## src/hw/rtl/fva_pkg.sv

```systemverilog
// ----------------------------------------------------------------------------
// fva_pkg: shared types and constants for the FM voice allocator
// Cell command and status words, register bases, F-number table.
// ----------------------------------------------------------------------------
package fva_pkg;

    localparam int VOICE_COUNT_DEF = 9;
    localparam int VPE_DEF         = 3;

    localparam int VW  = 4;   // voice index / rank width
    localparam int CW  = 5;   // key-on order count width (holds 16)
    localparam int MAPW = 16; // playing map width

    // FM chip register bases
    localparam logic [6:0] REG_FNUM = 7'h10;
    localparam logic [6:0] REG_KEY  = 7'h20;
    localparam logic [6:0] REG_INST = 7'h30;

    localparam logic [7:0] KEY_ON_BIT = 8'h10;
    localparam logic [3:0] VOL_MAX    = 4'hf;
    localparam logic [6:0] NOTE_A0    = 7'd9;   // lowest note with interval 0

    typedef enum logic [2:0] {
        OP_IDLE        = 3'd0,
        OP_SCAN_FREE   = 3'd1,
        OP_SCAN_MATCH  = 3'd2,
        OP_SCAN_OLDEST = 3'd3,
        OP_TAKE        = 3'd4,
        OP_FREE        = 3'd5
    } t_cell_op;

    typedef enum logic [1:0] {
        ST_KEY_OFF = 2'd0,
        ST_INST    = 2'd1,
        ST_FNUM    = 2'd2,
        ST_KEY_ON  = 2'd3
    } t_step;

    // broadcast to every voice cell
    typedef struct packed {
        t_cell_op        op;
        logic [6:0]      note;
        logic [3:0]      chan;
        logic [VW-1:0]   voice;     // target cell of take / free
        logic [VW-1:0]   new_rank;  // age rank given to the target on take
        logic [VW-1:0]   cut;       // ranks above this close up
        logic            shift;     // close up ranks on this update
    } t_cell_cmd;

    typedef struct packed {
        logic            hit;
        logic            busy;
        logic [VW-1:0]   rank;
    } t_cell_stat;

    typedef struct packed {
        logic            hit;
        logic [VW-1:0]   rank;      // rank of the hit cell
        logic [MAPW-1:0] busy_map;
    } t_row_stat;

    // floor(150 * 2^((i-9)/12)) for intervals -9..11
    function automatic logic [8:0] fnum_of(input logic [4:0] idx);
        logic [8:0] f;
        begin
            unique case (idx)
                5'd0:    f = 9'd89;
                5'd1:    f = 9'd94;
                5'd2:    f = 9'd100;
                5'd3:    f = 9'd106;
                5'd4:    f = 9'd112;
                5'd5:    f = 9'd119;
                5'd6:    f = 9'd126;
                5'd7:    f = 9'd133;
                5'd8:    f = 9'd141;
                5'd9:    f = 9'd150;
                5'd10:   f = 9'd158;
                5'd11:   f = 9'd168;
                5'd12:   f = 9'd178;
                5'd13:   f = 9'd188;
                5'd14:   f = 9'd200;
                5'd15:   f = 9'd212;
                5'd16:   f = 9'd224;
                5'd17:   f = 9'd238;
                5'd18:   f = 9'd252;
                5'd19:   f = 9'd267;
                5'd20:   f = 9'd283;
                default: f = 9'd0;
            endcase
            return f;
        end
    endfunction

endpackage

```

## src/hw/rtl/fva_cell.sv

```systemverilog
// ----------------------------------------------------------------------------
// fva_cell: one FM voice slot
// Holds note, channel and age rank; passes the scan token to its neighbor.
// ----------------------------------------------------------------------------
module fva_cell #(
    parameter int CELL_ID = 0
) (
    input  logic                  i_clk,
    input  logic                  i_rst_n,
    input  fva_pkg::t_cell_cmd    i_cmd,
    input  logic                  i_tok,
    output logic                  o_tok,
    output fva_pkg::t_cell_stat   o_stat
);

    localparam logic [fva_pkg::VW-1:0] MY_ID = fva_pkg::VW'(CELL_ID);

    logic                    r_busy;
    logic                    r_tok;
    logic [6:0]              r_note;
    logic [3:0]              r_chan;
    logic [fva_pkg::VW-1:0]  r_rank;

    logic is_scan;
    logic cond;
    logic sel;
    logic close_up;

    always_comb begin
        is_scan = 1'b0;
        cond    = 1'b0;
        unique case (i_cmd.op)
            fva_pkg::OP_SCAN_FREE: begin
                is_scan = 1'b1;
                cond    = !r_busy;
            end
            fva_pkg::OP_SCAN_MATCH: begin
                is_scan = 1'b1;
                cond    = r_busy && (r_note == i_cmd.note) && (r_chan == i_cmd.chan);
            end
            fva_pkg::OP_SCAN_OLDEST: begin
                is_scan = 1'b1;
                cond    = r_busy && (r_rank == '0);
            end
            default: begin
                is_scan = 1'b0;
                cond    = 1'b0;
            end
        endcase
    end

    assign sel      = (i_cmd.voice == MY_ID);
    assign close_up = r_busy && i_cmd.shift && (r_rank > i_cmd.cut);

    always_ff @(posedge i_clk) begin
        if (!i_rst_n) begin
            r_busy <= 1'b0;
            r_tok  <= 1'b0;
        end else begin
            r_tok <= is_scan && i_tok;
            if (i_cmd.op == fva_pkg::OP_TAKE && sel) begin
                r_busy <= 1'b1;
            end else if (i_cmd.op == fva_pkg::OP_FREE && sel) begin
                r_busy <= 1'b0;
            end
        end
    end

    always_ff @(posedge i_clk) begin
        if (i_cmd.op == fva_pkg::OP_TAKE && sel) begin
            r_note <= i_cmd.note;
            r_chan <= i_cmd.chan;
            r_rank <= i_cmd.new_rank;
        end else if ((i_cmd.op == fva_pkg::OP_TAKE || i_cmd.op == fva_pkg::OP_FREE)
                     && close_up) begin
            r_rank <= r_rank - 1'b1;
        end
    end

    assign o_tok       = r_tok;
    assign o_stat.hit  = r_tok && cond;
    assign o_stat.busy = r_busy;
    assign o_stat.rank = r_rank;

endmodule

```

## src/hw/rtl/fva_row.sv

```systemverilog
// ----------------------------------------------------------------------------
// fva_row: the chain of voice cells
// Threads the scan token through the cells and collects their status.
// ----------------------------------------------------------------------------
module fva_row #(
    parameter int VOICE_COUNT = fva_pkg::VOICE_COUNT_DEF
) (
    input  logic                i_clk,
    input  logic                i_rst_n,
    input  fva_pkg::t_cell_cmd  i_cmd,
    input  logic                i_kick,
    output fva_pkg::t_row_stat  o_stat
);

    logic [VOICE_COUNT:0]      tok_chain;
    logic [VOICE_COUNT-1:0]    hit_vec;
    fva_pkg::t_cell_stat       cell_stat [VOICE_COUNT];

    assign tok_chain[0] = i_kick;

    for (genvar g = 0; g < VOICE_COUNT; g++) begin : g_cell
        fva_cell #(
            .CELL_ID (g)
        ) u_cell (
            .i_clk   (i_clk),
            .i_rst_n (i_rst_n),
            .i_cmd   (i_cmd),
            .i_tok   (tok_chain[g]),
            .o_tok   (tok_chain[g+1]),
            .o_stat  (cell_stat[g])
        );
        assign hit_vec[g] = cell_stat[g].hit;
    end

    always_comb begin
        o_stat.hit      = |hit_vec;
        o_stat.rank     = '0;
        o_stat.busy_map = '0;
        for (int i = 0; i < VOICE_COUNT; i++) begin
            if (cell_stat[i].hit) begin
                o_stat.rank = o_stat.rank | cell_stat[i].rank;
            end
            o_stat.busy_map[i] = cell_stat[i].busy;
        end
    end

    // only one token may travel the chain
    a_one_token: assert property (@(posedge i_clk) disable iff (!i_rst_n)
        $onehot0(tok_chain[VOICE_COUNT:1]))
        else $error("fva_row: more than one scan token");

    a_one_hit: assert property (@(posedge i_clk) disable iff (!i_rst_n)
        $onehot0(hit_vec))
        else $error("fva_row: several cells hit in one scan");

    // a busy voice's age rank stays inside the key-on order
    for (genvar g = 0; g < VOICE_COUNT; g++) begin : g_chk
        a_rank_range: assert property (@(posedge i_clk) disable iff (!i_rst_n)
            cell_stat[g].busy |-> (int'(cell_stat[g].rank) < VOICE_COUNT))
            else $error("fva_row: busy voice rank out of range");
    end

endmodule

```

## src/hw/rtl/fm_voice_allocator.sv

```systemverilog
// ----------------------------------------------------------------------------
// fm_voice_allocator: MIDI note events to FM chip register writes
// Voice slots in a cell chain, oldest-note steal, register write sequencer.
// ----------------------------------------------------------------------------
// Sequence: load state, token scan of up to VOICE_COUNT cells, update state
//   (none for an unmatched note off), then one result word per cycle while the
//   output is not stalled; a note on that steals runs two scans.
// Events: one at a time; a new event is taken only back in idle.
// Reset (i_rst_n low, synchronous): all voices free, order empty, instrument
//   map back to instrument 1 on every channel, no result pending.
module fm_voice_allocator #(
    parameter int VOICE_COUNT       = fva_pkg::VOICE_COUNT_DEF,
    parameter int VOICES_PER_ENGINE = fva_pkg::VPE_DEF
) (
    input  logic         i_clk,
    input  logic         i_rst_n,
    // configuration
    input  logic         i_cfg_we,
    input  logic [63:0]  i_cfg_wdata,
    // event word in
    input  logic         i_valid,
    output logic         o_ready,
    input  logic         i_action,
    input  logic [6:0]   i_note,
    input  logic [6:0]   i_velocity,
    input  logic [3:0]   i_midi_channel,
    // register write word out
    output logic         o_valid,
    input  logic         i_ready,
    output logic         o_write_valid,
    output logic [3:0]   o_voice_index,
    output logic [2:0]   o_core_index,
    output logic [6:0]   o_reg_addr,
    output logic [7:0]   o_reg_value,
    output logic         o_status,
    output logic [15:0]  o_playing_map,
    output logic         o_last
);

    localparam int VW = fva_pkg::VW;
    localparam int CW = fva_pkg::CW;
    localparam logic [VW-1:0] LAST_VOICE = VW'(VOICE_COUNT - 1);
    localparam logic [63:0]   INST_MAP_RST = 64'h1111_1111_1111_1111;

    // voice -> engine index, built at elaboration by counting
    function automatic logic [15:0][2:0] core_tab_f();
        logic [15:0][2:0] tab;
        int q;
        int r;
        begin
            q = 0;
            r = 0;
            for (int i = 0; i < 16; i++) begin
                tab[i] = 3'(q);
                r = r + 1;
                if (r == VOICES_PER_ENGINE) begin
                    r = 0;
                    q = q + 1;
                end
            end
            return tab;
        end
    endfunction

    localparam logic [15:0][2:0] CORE_TAB = core_tab_f();

    typedef enum logic [4:0] {
        S_IDLE = 5'b00001,
        S_LOAD = 5'b00010,  // kick the token into cell 0
        S_SCAN = 5'b00100,  // token walks the chain, one cell a cycle
        S_UPD  = 5'b01000,  // take / free, close up the age order
        S_EMIT = 5'b10000   // one result word per cycle unless the output stalls
    } t_state;

    t_state              r_state;
    logic [63:0]         r_inst_map;
    logic [CW-1:0]       r_count;     // voices in the key-on order
    logic [VW-1:0]       r_scan;
    logic [VW-1:0]       r_voice;
    logic [VW-1:0]       r_vrank;
    logic                r_steal;
    logic                r_miss;
    fva_pkg::t_step      r_k;

    // event latch
    logic                r_action;
    logic [6:0]          r_note;
    logic [6:0]          r_vel;
    logic [3:0]          r_chan;
    logic [11:0]         r_bf;        // block << 9 + F-number

    // output register
    logic                r_ovalid;
    logic                r_owv;
    logic [3:0]          r_ovoice;
    logic [2:0]          r_ocore;
    logic [6:0]          r_oaddr;
    logic [7:0]          r_ovalue;
    logic                r_ostatus;
    logic [15:0]         r_omap;
    logic                r_olast;

    fva_pkg::t_cell_cmd  cmd;
    fva_pkg::t_row_stat  row;
    logic                accept;
    logic                load;
    logic                is_last;

    assign o_ready = (r_state == S_IDLE);
    assign accept  = i_valid && o_ready;
    assign load    = (r_state == S_EMIT) && (!r_ovalid || i_ready);
    assign is_last = r_miss || r_action || (r_k == fva_pkg::ST_KEY_ON);

    // ---------------- cell chain ----------------
    always_comb begin
        cmd.op       = fva_pkg::OP_IDLE;
        cmd.note     = r_note;
        cmd.chan     = r_chan;
        cmd.voice    = r_voice;
        cmd.new_rank = r_steal ? LAST_VOICE : r_count[VW-1:0];
        cmd.cut      = r_vrank;
        cmd.shift    = r_action || r_steal;
        if (r_state == S_LOAD || r_state == S_SCAN) begin
            if (r_steal) begin
                cmd.op = fva_pkg::OP_SCAN_OLDEST;
            end else if (r_action) begin
                cmd.op = fva_pkg::OP_SCAN_MATCH;
            end else begin
                cmd.op = fva_pkg::OP_SCAN_FREE;
            end
        end else if (r_state == S_UPD) begin
            cmd.op = r_action ? fva_pkg::OP_FREE : fva_pkg::OP_TAKE;
        end
    end

    fva_row #(
        .VOICE_COUNT (VOICE_COUNT)
    ) u_row (
        .i_clk   (i_clk),
        .i_rst_n (i_rst_n),
        .i_cmd   (cmd),
        .i_kick  (r_state == S_LOAD),
        .o_stat  (row)
    );

    // ---------------- block and F-number ----------------
    // (note-9)/12 by reciprocal 171/2048, exact below 512
    logic [6:0]  semi;
    logic [14:0] q_prod;
    logic [3:0]  oct;
    logic [6:0]  oct12;
    logic [3:0]  rem;
    logic [4:0]  fidx;
    logic [2:0]  block;

    always_comb begin
        semi   = r_note - fva_pkg::NOTE_A0;
        q_prod = 15'(semi) * 15'd171;
        oct    = q_prod[14:11];
        oct12  = 7'(oct) * 7'd12;
        rem    = 4'(semi - oct12);
        if (r_note < fva_pkg::NOTE_A0) begin
            fidx  = r_note[4:0];
            block = 3'd0;
        end else begin
            fidx  = 5'd9 + 5'(rem);
            block = (oct > 4'd7) ? 3'd7 : oct[2:0];
        end
    end

    always_ff @(posedge i_clk) begin
        r_bf <= {block, 9'd0} + 12'(fva_pkg::fnum_of(fidx));
    end

    // ---------------- configuration ----------------
    always_ff @(posedge i_clk) begin
        if (!i_rst_n) begin
            r_inst_map <= INST_MAP_RST;
        end else if (i_cfg_we) begin
            r_inst_map <= i_cfg_wdata;
        end
    end

    // ---------------- sequencer ----------------
    always_ff @(posedge i_clk) begin
        if (!i_rst_n) begin
            r_state <= S_IDLE;
            r_count <= '0;
            r_steal <= 1'b0;
            r_miss  <= 1'b0;
            r_scan  <= '0;
            r_k     <= fva_pkg::ST_KEY_OFF;
        end else begin
            unique case (r_state)
                S_IDLE: begin
                    if (accept) begin
                        r_steal <= 1'b0;
                        r_miss  <= 1'b0;
                        r_state <= S_LOAD;
                    end
                end
                S_LOAD: begin
                    r_scan  <= '0;
                    r_state <= S_SCAN;
                end
                S_SCAN: begin
                    if (row.hit) begin
                        r_state <= S_UPD;
                    end else if (r_scan == LAST_VOICE) begin
                        if (r_action) begin
                            // note off with no matching voice
                            r_miss  <= 1'b1;
                            r_k     <= fva_pkg::ST_KEY_OFF;
                            r_state <= S_EMIT;
                        end else begin
                            // all busy: rescan for the oldest voice
                            r_steal <= 1'b1;
                            r_state <= S_LOAD;
                        end
                    end else begin
                        r_scan <= r_scan + 1'b1;
                    end
                end
                S_UPD: begin
                    if (r_action) begin
                        r_count <= r_count - 1'b1;
                    end else if (!r_steal) begin
                        r_count <= r_count + 1'b1;
                    end
                    r_k     <= (r_action || r_steal) ? fva_pkg::ST_KEY_OFF
                                                     : fva_pkg::ST_INST;
                    r_state <= S_EMIT;
                end
                S_EMIT: begin
                    if (load) begin
                        if (is_last) begin
                            r_state <= S_IDLE;
                        end else begin
                            r_k <= fva_pkg::t_step'(r_k + 1'b1);
                        end
                    end
                end
                default: r_state <= S_IDLE;
            endcase
        end
    end

    always_ff @(posedge i_clk) begin
        if (accept) begin
            r_action <= i_action;
            r_note   <= i_note;
            r_vel    <= i_velocity;
            r_chan   <= i_midi_channel;
        end
        if (r_state == S_SCAN && row.hit) begin
            r_voice <= r_scan;
            r_vrank <= row.rank;
        end
    end

    // ---------------- result word ----------------
    logic [3:0] inst;
    logic [3:0] vol;
    logic [6:0] n_addr;
    logic [7:0] n_value;

    assign inst = r_inst_map[{r_chan, 2'b00} +: 4];
    assign vol  = fva_pkg::VOL_MAX - r_vel[6:3];

    always_comb begin
        unique case (r_k)
            fva_pkg::ST_KEY_OFF: begin
                n_addr  = fva_pkg::REG_KEY + 7'(r_voice);
                n_value = 8'd0;
            end
            fva_pkg::ST_INST: begin
                n_addr  = fva_pkg::REG_INST + 7'(r_voice);
                n_value = {inst, vol};
            end
            fva_pkg::ST_FNUM: begin
                n_addr  = fva_pkg::REG_FNUM + 7'(r_voice);
                n_value = r_bf[7:0];
            end
            fva_pkg::ST_KEY_ON: begin
                n_addr  = fva_pkg::REG_KEY + 7'(r_voice);
                n_value = fva_pkg::KEY_ON_BIT + {4'd0, r_bf[11:8]};
            end
            default: begin
                n_addr  = '0;
                n_value = '0;
            end
        endcase
    end

    always_ff @(posedge i_clk) begin
        if (!i_rst_n) begin
            r_ovalid <= 1'b0;
        end else if (load) begin
            r_ovalid <= 1'b1;
        end else if (i_ready) begin
            r_ovalid <= 1'b0;
        end
    end

    always_ff @(posedge i_clk) begin
        if (load) begin
            r_omap  <= row.busy_map;
            r_olast <= is_last;
            if (r_miss) begin
                r_owv     <= 1'b0;
                r_ovoice  <= '0;
                r_ocore   <= '0;
                r_oaddr   <= '0;
                r_ovalue  <= '0;
                r_ostatus <= 1'b1;
            end else begin
                r_owv     <= 1'b1;
                r_ovoice  <= r_voice;
                r_ocore   <= CORE_TAB[r_voice];
                r_oaddr   <= n_addr;
                r_ovalue  <= n_value;
                r_ostatus <= 1'b0;
            end
        end
    end

    assign o_valid       = r_ovalid;
    assign o_write_valid = r_owv;
    assign o_voice_index = r_ovoice;
    assign o_core_index  = r_ocore;
    assign o_reg_addr    = r_oaddr;
    assign o_reg_value   = r_ovalue;
    assign o_status      = r_ostatus;
    assign o_playing_map = r_omap;
    assign o_last        = r_olast;

    // ---------------- checks ----------------
    a_count_range: assert property (@(posedge i_clk) disable iff (!i_rst_n)
        int'(r_count) <= VOICE_COUNT)
        else $error("fm_voice_allocator: key-on order count overflow");

    // between events the order holds exactly the busy voices
    a_count_busy: assert property (@(posedge i_clk) disable iff (!i_rst_n)
        (r_state == S_IDLE) |-> ($countones(row.busy_map) == int'(r_count)))
        else $error("fm_voice_allocator: order count differs from busy voices");

    // a steal only happens with every voice busy
    a_steal_full: assert property (@(posedge i_clk) disable iff (!i_rst_n)
        (r_state == S_UPD && r_steal) |-> (int'(r_count) == VOICE_COUNT))
        else $error("fm_voice_allocator: steal with a free voice");

endmodule
```

## config.mk

```make
export PLATFORM = sky130hd
export DESIGN_NAME = fm_voice_allocator
export DESIGN_NICKNAME = d
export VERILOG_FILES = /design/src/hw/rtl/fva_pkg.sv /design/src/hw/rtl/fva_cell.sv /design/src/hw/rtl/fva_row.sv /design/src/hw/rtl/fm_voice_allocator.sv
export SDC_FILE = /design/constraint.sdc
export NUM_CORES = 1
export LEC_CHECK = 0
export BUFFER_PORTS_ARGS = -buffer_cell sky130_fd_sc_hd__buf_2
export CORE_ASPECT_RATIO = 0.9
export CORE_MARGIN = 1.5
export CORE_UTILIZATION = 45
export DETAILED_ROUTE_END_ITERATION = 8
export PLACE_DENSITY = 0.73
export SLEW_MARGIN = 25
export SYNTH_ARGS = -nofsm -noshare
export SYNTH_HDL_FRONTEND = slang
export SYNTH_SLANG_ARGS = --single-unit
```

## constraint.sdc

```tcl
create_clock -name i_clk -period 9.5 [get_ports i_clk]
set_input_delay 0.95 -clock i_clk [delete_from_list [all_inputs] [get_ports i_clk]]
set_output_delay 0.95 -clock i_clk [all_outputs]
set_load 0.02 [all_outputs]
```

==> results of run 1 <==
## sequential cells by signal, indices dropped and copies added (netlist names), 7 cells and up
register                    cells
u_row.g_cell.u_cell.r_busy      9
u_row.g_cell.u_cell.r_chan     36
r_bf                           12
r_inst_map                     64
u_row.g_cell.u_cell.o_tok       9
o_playing_map                   9
o_reg_value                     8
r_note                          7
u_row.g_cell.u_cell.r_note     63
u_row.g_cell.u_cell.r_rank     36
## how the worst max path moves through the flow
stage               startpoint       to  slack (ps)
floorplan            r_note[0]  r_bf[1]        1990
global placement     r_note[1]  r_bf[1]        1760
detailed placement   r_note[1]  r_bf[1]        1590
CTS                  r_note[1]  r_bf[1]        1550
global route         r_note[1]  r_bf[1]        1080
finish               r_note[1]  r_bf[1]        1500
## routing by layer
metal / vias to the layer above / share of wire (%)
li1: 5150 / -
met1: 5244 / 43
met2: 428 / 46
met3: 70 / 7.9
met4: 0 / 2.6
met5: - / 0
## worst max-delay path, cell delays in order, from the launching register on
cell and delay [ps]:
edfxtp_1 360, buf_4 260, inv_1 120, ha_1 330
nand2b_1 110, a211oi_1 290, xor2_1 300, ha_1 330
inv_1 100, fa_1 420, fa_1 510, fa_1 510
inv_1 40, ha_1 370, a21o_1 220, a221o_1 410
a311oi_1 700, nor2_4 140, ha_1 240, xnor2_1 150
xnor3_1 250, nand2b_1 80, o32a_1 380, xnor3_2 560
a21oi_4 300, xnor2_1 110, a221o_1 300
## placed cells by master, fill, tap and decap left out, types with 7 or more instances in the layout
master,netlist,layout
edfxtp_1,188,188
nor2_1,121,120
buf_2,4,118
dfxtp_1,112,112
xnor2_1,109,109
ha_1,104,104
mux2i_1,87,87
inv_1,68,68
a21oi_1,54,53
nand4_1,49,49
nand2_1,46,46
o21ai_0,36,36
clkbuf_16,0,33
xor2_1,24,24
nor3_1,25,22
mux4_2,20,20
nand3_1,19,19
nor2b_1,20,19
buf_4,17,18
nand2b_1,15,15
and3_1,13,13
nor4_1,11,10
a211oi_1,10,10
fa_1,10,10
a22oi_1,9,9
o211a_1,8,8
a222oi_1,8,8
a221oi_1,8,8
conb_1,1,8
clkbuf_1,32,8
or4_1,7,7
## cell families after synthesis
| logic type | after synthesis | synth area share, % |
|---|---|---|
| buffers and inverters | 144 | 4.811 |
| DFF | 300 | 49.72 |
| muxes | 108 | 8.400 |
| adders and majority gates | 114 | 9.465 |
| other | 1 | 0.02364 |
| xor gates and xnor gates | 136 | 7.777 |
| AOI/OAI and AO/OA | 199 | 8.606 |
| and+or+nand+nor | 351 | 11.19 |
## Yosys cell counts (all sizes together), types with 3 or more instances
| cell | instances | area, sq um |
|---|---|---|
| edfxtp | 188 | 5645 |
| nor2 | 122 | 465.5 |
| dfxtp | 112 | 2242 |
| xnor2 | 109 | 954.7 |
| ha | 104 | 1301 |
| mux2i | 87 | 870.8 |
| inv | 70 | 262.8 |
| a21oi | 55 | 286.5 |
| nand4 | 49 | 306.5 |
| nand2 | 46 | 172.7 |
| buf | 41 | 376.6 |
| o21ai | 39 | 198.9 |
| clkbuf | 32 | 120.1 |
| nor3 | 26 | 135.1 |
| xor2 | 24 | 210.2 |
| mux4 | 20 | 450.4 |
| nor2b | 20 | 125.1 |
| nand3 | 19 | 95.09 |
| nand2b | 15 | 93.84 |
| and3 | 13 | 81.33 |
| nor4 | 12 | 81.33 |
| a211oi | 10 | 75.07 |
| fa | 10 | 200.2 |
| a22oi | 9 | 67.56 |
| o211a | 9 | 97.60 |
| a221oi | 8 | 70.07 |
| a222oi | 8 | 80.08 |
| or4 | 7 | 52.55 |
| a21o | 6 | 45.04 |
| a311oi | 6 | 52.55 |
| a22o | 5 | 45.04 |
| a31oi | 5 | 31.28 |
| nand3b | 5 | 41.29 |
| o211ai | 5 | 37.54 |
| o21a | 5 | 37.54 |
| o21bai | 5 | 37.54 |
| or3 | 5 | 36.28 |
| o22ai | 4 | 25.02 |
| or2 | 4 | 27.53 |
| and2 | 3 | 18.77 |
| o31ai | 3 | 22.52 |
| xnor3 | 3 | 68.81 |
## metrics by stage
stage / total power [W] / cells / area (sq um)
floorplan: 0.003843 / 1360 / 15890
global placement: 0.004250 / 1892 / 16730
detailed placement: 0.004324 / 1892 / 16730
CTS: 0.005630 / 1949 / 17830
global route: 0.006036 / 1951 / 17880
finish: 0.005643 / 1951 / 17880
## area by class of cell
type / count / area (sq um) / area share [%]
Sequential cell: 300 / 7888 / 44.11
Multi-Input combinational cell: 916 / 7279 / 40.71
Inverter: 71 / 266.5 / 1.490
Timing Repair Buffer: 138 / 768.2 / 4.296
Clock inverter: 10 / 153.9 / 0.8607
Tap cell: 469 / 586.8 / 3.282
Clock buffer: 47 / 938.4 / 5.248
## power groups by stage
stage	Sequential (W)	Combinational (W)	Clock [W]
floorplan	0.00154	0.00230	0
global placement	0.00156	0.00269	0
detailed placement	0.00156	0.00276	0
CTS	0.00153	0.00279	0.00130
global route	0.00153	0.00315	0.00136
finish	0.00153	0.00283	0.00129
==> results by group, run 1 <==
Run status
  – Outcome: complete, no violations

Place
  – Routability congestion estimate: 0.8755
  – Dpl ws: 1591 ps
  – IO buf count: 119
  – Dpl hpwl: 26190 um

Setup path
  – Arr. time, crit path: 8440 ps
  – Worst-path fanout max: 29
  – CP endpoint kind: register
  – Worst r2r src: r_note[1]
  – Critical path type: reg -> reg
  – FF-to-FF End: r_bf[1]
  – WP data required: 9930 ps
  – Cells on worst reg2reg path: 26
  – FF-to-FF setup slack: 1500 ps
  – Startpoint type of the worst setup path: register

Global route
  – First-pass GRT wire length: 59480 um
  – M3 GR Usage: 4.095%
  – Number of global-route vias before repair: 11060
  – Met2 global-route usage: 33.77%
  – Largest net degree at the start of global routing: 70
  – Most Crowded Layer GR: met2
  – Gr ovfl total: 0
  – Total GRT Usage: 20.41%
  – Met1 Use GR: 26.88%
  – Initial antenna violation count: 0

Pwr
  – Sw Pwr: 0.002138 W
  – Maximum vdd drop: 0.5032 mV
  – Internal: 0.003504 W
  – Clock power share: 22.8%
  – P_leak: 7.066 nW
  – Power Dens Cells: 315.6 nW/um^2
  – Comb power frac: 50.1%
  – Seq pwr share: 27.1%
  – Switching Fraction: 37.90%

Timing
  – Final setup viols: 0
  – Hold Vio Cnt, Final: 0
  – RSZ-0062 raised after global routing: false
  – Slew of the pin with the lowest slew margin: 1043 ps
  – Tmin final: 8003 ps
  – FMAX: 125.0 MHz
  – Hold_ws: 470.8 ps
  – Slew HR: 30.44%
  – Final WS setup: 1497 ps
  – Fin crit share: 84.24%
  – Worst Skew: 14.46 ps
  – Final slew viol count: 0
  – TNS Setup: 0 ps

Hold path
  – End of the worst hold path: r_inst_map[56]
  – Min-Delay Path Depth: 2
  – Hold WC Path Type: reg -> reg
  – HP Start: r_inst_map[56]

Synth
  – Asr flop ratio synth: 0%
  – Syn_area_per_cell: 11.72 sq um
  – Mapped Cells: 1353
  – Synth cell types: 80
  – Mapped Area: 15860 sq um
  – Number of synthesized flops with an enable pin: 188
  – Synthesized flop and latch total: 300
  – Warnings, synthesis: 0
  – Register area share after synthesis: 49.72%
  – Post-synth top flop: edfxtp_1

CTS
  – Root Driver: clkbuf_16
  – CTS tree: built
  – Post-cts sizing count: 0
  – Post-CTS Setup Bufs: 0
  – CTS Buf Count: 31
  – Clk_lat worst skew: 560 ps
  – CTS H-tree lvls: 1
  – CTS Sinks: 300
  – CTS clk-pin slew, worst paths: 70 ps
  – Max clock buf depth: 3
  – Post-CTS Hold Buffers: 0

Finish
  – Layout cell share with drive strength beyond 1: 15.52%
  – # diodes: 0
  – Net count, final: 1660
  – Final core occ: 51.25%
  – Filler cell count: 2981
  – Area delta synth->final: 12.72%

Drt
  – WL/cell: 19.12 um
  – Post-DRT Antenna Nets: 0
  – Total iterations of the first detailed-routing run: 7
  – Drt total wl: 37300 um
  – Initial drt markers: 805
  – Vias per cell: 5.583
  – DRC violations left: 0
  – Detailed-route via count: 10890

Die
  – Die ar.: 36390 sq um
  – Die Y: 181.1 um
  – Die width: 200.9 um
  – Starting Density: 45.47%
  – # rows: 65
  – Core area: 34890 sq um
  – I/O pins: 131

Flow run
  – Max cap viols: 0
Note: power is estimated with default switching activity, not from simulation.
==> inputs of run 2 (changes only) <==
Settings changed: PLACE_DENSITY 0.73 to 0.75.
Clock period 9.5 ns to 7.2 ns, I/O delays scaled along.
==> results by group, run 2 (same netlist as run 1, synthesis figures left out) <==
Finish
  – FF+latch area: 7888 sq um (unchanged)
  – Largest registers: r_inst_map x64, u_row.g_cell.u_cell.r_note x63
  – Commonest non-fill, non-tap cell in the layout: edfxtp_1
  – # diodes: 0 (unchanged)
  – Largest register FFs: 64 (unchanged)
  – Area occupied by multi-input gates: 7322 sq um (+0.58%)
  – Net count, final: 1671 (+0.66%)
  – Commonest non-fill, non-tap cells in the layout: 188 x edfxtp_1, 120 x nor2_1, 118 x buf_2, 112 x dfxtp_1, 109 x xnor2_1
  – Layout cell share with drive strength beyond 1: 15.94% (+0.42 points)
  – Final non-filler cell area: 17820 sq um (-0.35%)
  – Area delta synth->final: 12.33%
  – Filler cell count: 2977 (-0.13%)
  – Final core occ: 51.07% (-0.18 points)
  – Top reg by flops: r_inst_map

CTS
  – Root Driver: clkbuf_16
  – Clk_lat worst skew: 560 ps (about the same)
  – CTS clk-pin slew, worst paths: 70 ps (about the same)
  – Post-CTS Hold Buffers: 0 (unchanged)
  – CTS tree: built
  – CTS Buf Count: 31 (unchanged)
  – CTS H-tree lvls: 1 (unchanged)
  – CTS Sinks: 300 (unchanged)
  – Max clock buf depth: 3 (unchanged)

Drt
  – Initial drt markers: 884 (+9.8%)
  – Drt total wl: 37590 um (+0.76%)
  – Total iterations of the first detailed-routing run: 7 (unchanged)
  – Post-DRT Antenna Nets: 0 (unchanged)
  – DRC violations left: 0 (unchanged)
  – WL/cell: 19.16 um (+0.20%)
  – Detailed-route via count: 11060 (+1.5%)
  – Vias per cell: 5.636 (+0.95%)

Place
  – Routability congestion estimate: 0.9026 (+3.1%)
  – Placed cell area: 16820 sq um (+0.52%)
  – Dpl hpwl: 26130 um (-0.25%)
  – IO buf count: 119 (unchanged)
  – Dpl ws: 112.4 ps (-1479 ps)

Hold path
  – End of the worst hold path: r_note[6]
  – HP Start: i_note[6]
  – Hold WC Path Type: in -> reg
  – Min-Delay Path Depth: 1 (-1)

Setup path
  – Critical-path top delay cell: fa_1
  – FF-to-FF setup slack: 310 ps (-1190 ps)
  – Critical Path, Cell by Cell: clkinvlp_4 -> ha_4 -> nand2b_1 -> a211oi_2 -> xor2_1 -> ha_1 -> inv_1 -> fa_1 -> fa_1 -> fa_1 -> inv_1 -> ha_1 -> a21o_1 -> a221o_2 -> a311oi_4 -> nor2_4 -> ha_1 -> xnor2_1 -> xnor3_1 -> o32a_4 -> mux2i_1 -> o21ai_1 -> o2bb2ai_1 -> a221o_1
  – Max stage delay on crit path: 520 ps (-180 ps)
  – Arr. time, crit path: 7330 ps (-1110 ps)
  – Critical path type: reg -> reg
  – CP endpoint kind: register
  – WP data required: 7640 ps (-2290 ps)
  – Worst-path fanout max: 7 (-76%)
  – Startpoint type of the worst setup path: register
  – FF-to-FF End: r_bf[1]
  – Cells on worst reg2reg path: 24 (-7.7%)
  – Worst r2r src: r_note[0]

Die
  – Die ar.: 36390 sq um (unchanged)
  – Starting Density: 45.47% (unchanged)
  – I/O pins: 131 (unchanged)
  – Core area: 34890 sq um (unchanged)
  – Die Y: 181.1 um (unchanged)
  – # rows: 65 (unchanged)
  – Die width: 200.9 um (unchanged)

Pwr
  – P_leak: 7.045 nW (-0.30%)
  – Power Dens Cells: 419.8 nW/um^2 (+33%)
  – Maximum vdd drop: 0.6766 mV (+34%)

Run status
  – Outcome: complete, no violations

Timing
  – Tmin final: 6888 ps (-1114 ps)
  – Hold_ws: 335.5 ps (-135.3 ps)
  – Hold Vio Cnt, Final: 0 (unchanged)
  – Final WS setup: 311.9 ps (-1186 ps)
  – Slew of the pin with the lowest slew margin: 1028 ps (-15.61 ps)
  – Final slew viol count: 0 (unchanged)
  – Final setup viols: 0 (unchanged)
  – FMAX: 145.2 MHz (+16%)
  – Slew HR: 31.22% (+0.79 points)
  – TNS Setup: 0 ps (unchanged)
  – Worst Skew: 8.429 ps (-6.031 ps)
  – Fin crit share: 95.67% (+11 points)

Global route
  – Total GRT Usage: 20.58% (+0.18 points)
  – Largest net degree at the start of global routing: 65 (-7.1%)
  – Gr ovfl total: 0 (unchanged)
  – Initial antenna violation count: 1 (+1)
  – First-pass GRT wire length: 59930 um (+0.75%)
  – Number of global-route vias before repair: 11160 (+0.89%)

Flow run
  – Max cap viols: 0 (unchanged)
## run 2: per-stage QoR
| stage | instances | total power (W) |
|---|---|---|
| floorplan | 1360 | 0.005124 |
| global placement | 1899 | 0.005680 |
| detailed placement | 1899 | 0.005801 |
| CTS | 1956 | 0.007296 |
| global route | 1962 | 0.007993 |
| finish | 1962 | 0.007480 |
## run 2: how the worst max path moves through the flow
stage	start	end	depth (start not counted)
6_report	r_note[0]	r_bf[1]	24
5_1_grt	r_note[0]	r_bf[4]	24
4_1_cts	r_note[0]	r_bf[1]	25
3_5_place_dp	r_note[0]	r_bf[1]	25
3_3_place_gp	r_note[0]	r_bf[1]	25
2_1_floorplan	r_note[0]	r_bf[1]	27
## run 2: what timing repair did
action / 4_1_cts / 5_1_grt
resized for setup: 0 / 4
setup buffers: 0 / 5
setup endpoints to repair: 0 / 8
## run 2: power breakdown
part           switching (W)  internal [W]
Combinational        0.00219       0.00179
Clock               0.000649      0.000837
Sequential         0.0000585       0.00196
Total                0.00289       0.00459
## run 2: layout make-up
type / instances / area share (%)
clock buffers: 45 / 4.705
inverters: 71 / 1.517
clock inverters: 12 / 0.4635
well taps: 469 / 3.293
multi-input cells: 916 / 41.09
flip-flops and latches: 300 / 44.27
repair buffers: 149 / 4.663
## run 2: metal layers
metal | routed length (um) | track usage, % | vias up | share of wire [%]
met1 | 16240 | 27.35 | 5374 | 43
met4 | 1015 | 6.256 | 2 | 2.7
met2 | 17480 | 34.17 | 415 | 46
li1 | - | - | 5181 | -
met3 | 2837 | 3.860 | 85 | 7.5
met5 | 12 | 0 | - | 0.032
## run 2: critical path, delay by kind of cell, from the launching register on
family                     cells  cell delay (ps)
AOI/OAI and AO/OA              8             2430
adders and majority gates      7             2410
xor gates and xnor gates       3              700
DFF                            1              440
muxes                          1              360
buffers and inverters          3              270
and+or+nand+nor                2              160
==> inputs of run 3 (changes only) <==
Settings changed: CTS_BUF_LIST from default to sky130_fd_sc_hd__clkbuf_4 sky130_fd_sc_hd__clkbuf_8, SLEW_MARGIN 25 to 0, SYNTH_HIERARCHICAL from default to 1.
==> results by group, run 3 <==
Pwr
  – P_leak: 7.534 nW (+6.9%)
  – Power Dens Cells: 310.4 nW/um^2 (-26%)
  – Maximum vdd drop: 0.3566 mV (-47%)

Hold path
  – End of the worst hold path: r_vel[3]
  – Hold WC Path Type: in -> reg
  – HP Start: i_velocity[3]
  – Min-Delay Path Depth: 1 (unchanged)

Setup path
  – Most used cell, CP: ha_1
  – Cells on worst reg2reg path: 25 (+4.2%)
  – Startpoint type of the worst setup path: register
  – Worst-path fanout max: 9 (+2)
  – Critical path type: reg -> reg
  – Worst r2r src: r_note[1]
  – CP endpoint kind: register
  – Critical-path top delay cell: fa_1
  – Max stage delay on crit path: 570 ps (+50 ps)
  – Arr. time, crit path: 7320 ps (about the same)
  – FF-to-FF setup slack: 330 ps (+20 ps)
  – WP data required: 7650 ps (about the same)
  – FF-to-FF End: r_bf[1]

Synth
  – Post-synthesis adder-cell area fraction: 9.064% (-0.40 points)
  – Synthesized flop and latch total: 307 (+2.3%)
  – Post-Synth Simple-Gate Area: 13.98% (+2.8 points)
  – Synth top cells by count: 195 x edfxtp_1, 117 x inv_1, 117 x xor2_1, 112 x dfxtp_1, 104 x ha_1
  – Leading area contributor after synthesis: edfxtp_1
  – Number of synthesized flops with an enable pin: 195 (+3.7%)
  – Post-synthesis mux area share: 7.538% (-0.86 points)
  – Register area share after synthesis: 48.89% (-0.84 points)
  – Synth cell types: 92 (+15%)
  – Post-synth top area share: 35.35% (-0.24 points)
  – Count leader, synth: edfxtp_1
  – Warnings, synthesis: 6 (+6)
  – Main combinational cell family by area after synthesis: simple AND/OR/NAND/NOR gates
  – Mapped Cells: 1434 (+6.0%)
  – Mapped Area: 16560 sq um (+4.4%)
  – Area contributors post-synth: edfxtp_1 35%, dfxtp_1 14%, ha_1 7.9%, xor2_1 6.2%, mux2i_1 4.0%
  – Post-Synth XOR/XNOR Area: 7.327% (-0.45 points)
  – Syn_area_per_cell: 11.55 sq um (-1.5%)
  – Asr flop ratio synth: 0% (unchanged)
  – Synth Area in Compound Gates: 8.649% (+0.043 points)
  – Post-synth top flop: edfxtp_1

Die
  – Core area: 36170 sq um (+3.7%)
  – I/O pins: 131 (unchanged)
  – # rows: 66 (+1.5%)
  – Die Y: 185.0 um (+2.2%)
  – Die ar.: 37970 sq um (+4.4%)
  – Die width: 205.2 um (+2.2%)
  – Starting Density: 45.80% (+0.33 points)

Place
  – Placed Cells: 2013 (+6.0%)
  – IO buf count: 126 (+5.9%)
  – Dpl hpwl: 26290 um (+0.62%)
  – Routability congestion estimate: 0.8669 (-4.0%)

Timing
  – Slew HR: 20.52% (-11 points)
  – Hold Vio Cnt, Final: 0 (unchanged)
  – Final setup viols: 0 (unchanged)
  – FMAX: 145.5 MHz (+0.23%)
  – RSZ-0062 raised after global routing: false
  – Tmin final: 6872 ps (-15.84 ps)
  – Fin crit share: 95.45% (-0.22 points)
  – Slew of the pin with the lowest slew margin: 1189 ps (+161.6 ps)
  – Final slew viol count: 0 (unchanged)
  – Worst Skew: 24.20 ps (+15.78 ps)
  – TNS Setup: 0 ps (unchanged)
  – Hold_ws: 328.4 ps (-7.093 ps)

Finish
  – Net count, final: 1792 (+7.2%)
  – Commonest non-fill, non-tap cells in the layout: 195 x edfxtp_1, 125 x buf_2, 117 x inv_1, 117 x xor2_1, 112 x dfxtp_1
  – Area delta synth->final: 13.57%
  – # diodes: 0 (unchanged)
  – Area occupied by multi-input gates: 7777 sq um (+6.2%)
  – Top reg by flops: r_inst_map
  – FF+latch area: 8098 sq um (+2.7%)
  – Largest register FFs: 64 (unchanged)
  – Layout cell share with drive strength beyond 1: 19.01% (+3.1 points)
  – Commonest non-fill, non-tap cell in the layout: edfxtp_1
  – Largest registers: r_inst_map x64, u_row/g_cell.u_cell/r_note x63
  – Filler cell count: 3140 (+5.5%)
  – Final core occ: 52.01% (+0.94 points)
  – Final Non-Filler Cells: 2107 (+7.4%)

Drt
  – WL/cell: 18.07 um (-5.7%)
  – Total iterations of the first detailed-routing run: 6 (-1)
  – DRC violations left: 0 (unchanged)
  – Initial drt markers: 815 (-7.8%)
  – Vias per cell: 5.480 (-2.8%)
  – Detailed-route via count: 11550 (+4.4%)
  – Drt total wl: 38080 um (+1.3%)
  – Post-DRT Antenna Nets: 0 (unchanged)

CTS
  – CTS H-tree lvls: 2 (+1)
  – Max clock buf depth: 3 (unchanged)
  – CTS clk-pin slew, worst paths: 70 ps (about the same)
  – Clk_lat worst skew: 570 ps (about the same)
  – Root Driver: clkbuf_8
  – Post-CTS Hold Buffers: 0 (unchanged)
  – CTS Buf Count: 49 (+58%)
  – CTS tree: built
  – CTS Sinks: 307 (+2.3%)

Global route
  – Initial antenna violation count: 0 (-1)
  – Number of global-route vias before repair: 11750 (+5.3%)
  – Total GRT Usage: 20.04% (-0.54 points)
  – First-pass GRT wire length: 60690 um (+1.3%)
  – Largest net degree at the start of global routing: 100 (+54%)
  – Gr ovfl total: 0 (unchanged)

Flow run
  – Max cap viols: 0 (unchanged)

Run status
  – Outcome: complete, no violations
[run 3: changes by cell type after synthesis, sizes merged, moves of 12 or more]
cell and delta:
nor2 -61, buf -12, o21ai +19, xnor2 -93
nor2b +51, xor2 +94, nand4 -38, inv +48
a21oi -17, mux2i -20, nand2 +46, nor4 +30
nor3 +14
[run 3: logic make-up after synthesis]
family / after synthesis
flip-flops: 307
AND/OR/NAND/NOR: 398
multiplexers: 97
other: 2
buffers and inverters: 172
AO/OA/AOI/OAI: 209
adder cells (fa/ha/maj): 114
XOR/XNOR: 135
[run 3: power breakdown]
group	leakage [nW]	switching, W	total (W)	internal (W)
registers	2.77	0.0000390	0.00200	0.00196
logic	4.20	0.00126	0.00225	0.000987
clock network	0.567	0.000701	0.00159	0.000885
[run 3: through the flow]
step	total power, W	area, sq um	worst slack [ps]
after global routing	0.006169	18810	20.55
after CTS	0.005827	18790	122.0
after floorplan	0.003806	16590	28.53
final	0.005839	18810	327.7
after global placement	0.004164	17720	355.6
after detailed placement	0.004229	17720	155.1
[run 3: how the worst max path moves through the flow]
stage | startpoint | endpoint | slack [ps] | cells past startpoint
finish | r_note[1] | r_bf[1] | 330 | 25
global route | r_note[1] | r_bf[1] | 20 | 25
CTS | r_note[1] | r_bf[2] | 120 | 24
detailed placement | r_note[1] | r_bf[2] | 160 | 24
global placement | r_note[1] | r_bf[2] | 360 | 24
floorplan | r_note[0] | r_bf[2] | 30 | 27
[run 3: area by class of cell]
| type | instances | share of cell area [%] |
|---|---|---|
| Clock inverter | 21 | 0.8513 |
| Timing Repair Buffer | 153 | 4.443 |
| Multi-Input combinational cell | 961 | 41.34 |
| Clock buffer | 71 | 4.795 |
| Tap cell | 476 | 3.166 |
| Sequential cell | 307 | 43.05 |
| Inverter | 118 | 2.355 |
[run 3: routing by layer]
metal / track usage (%) / vias up / share of wire [%]
met3: 4.715 / 61 / 7.5
li1: - / 5497 / -
met4: 5.839 / 0 / 1.6
met5: 0 / - / 0
met2: 33.69 / 391 / 47
met1: 25.72 / 5598 / 43
[run 3: repair_timing]
action	CTS	global route
setup endpoints to repair	0	3
buffers inserted	0	2
resized for setup	0	3
[run 3: critical path, delay by kind of cell, from the launching register on]
| kind | cells | cell delay [ps] |
|---|---|---|
| XOR/XNOR | 5 | 1230 |
| adder cells (fa/ha/maj) | 7 | 2490 |
| flip-flops | 1 | 530 |
| AND/OR/NAND/NOR | 4 | 710 |
| buffers and inverters | 4 | 410 |
| AO/OA/AOI/OAI | 5 | 1370 |
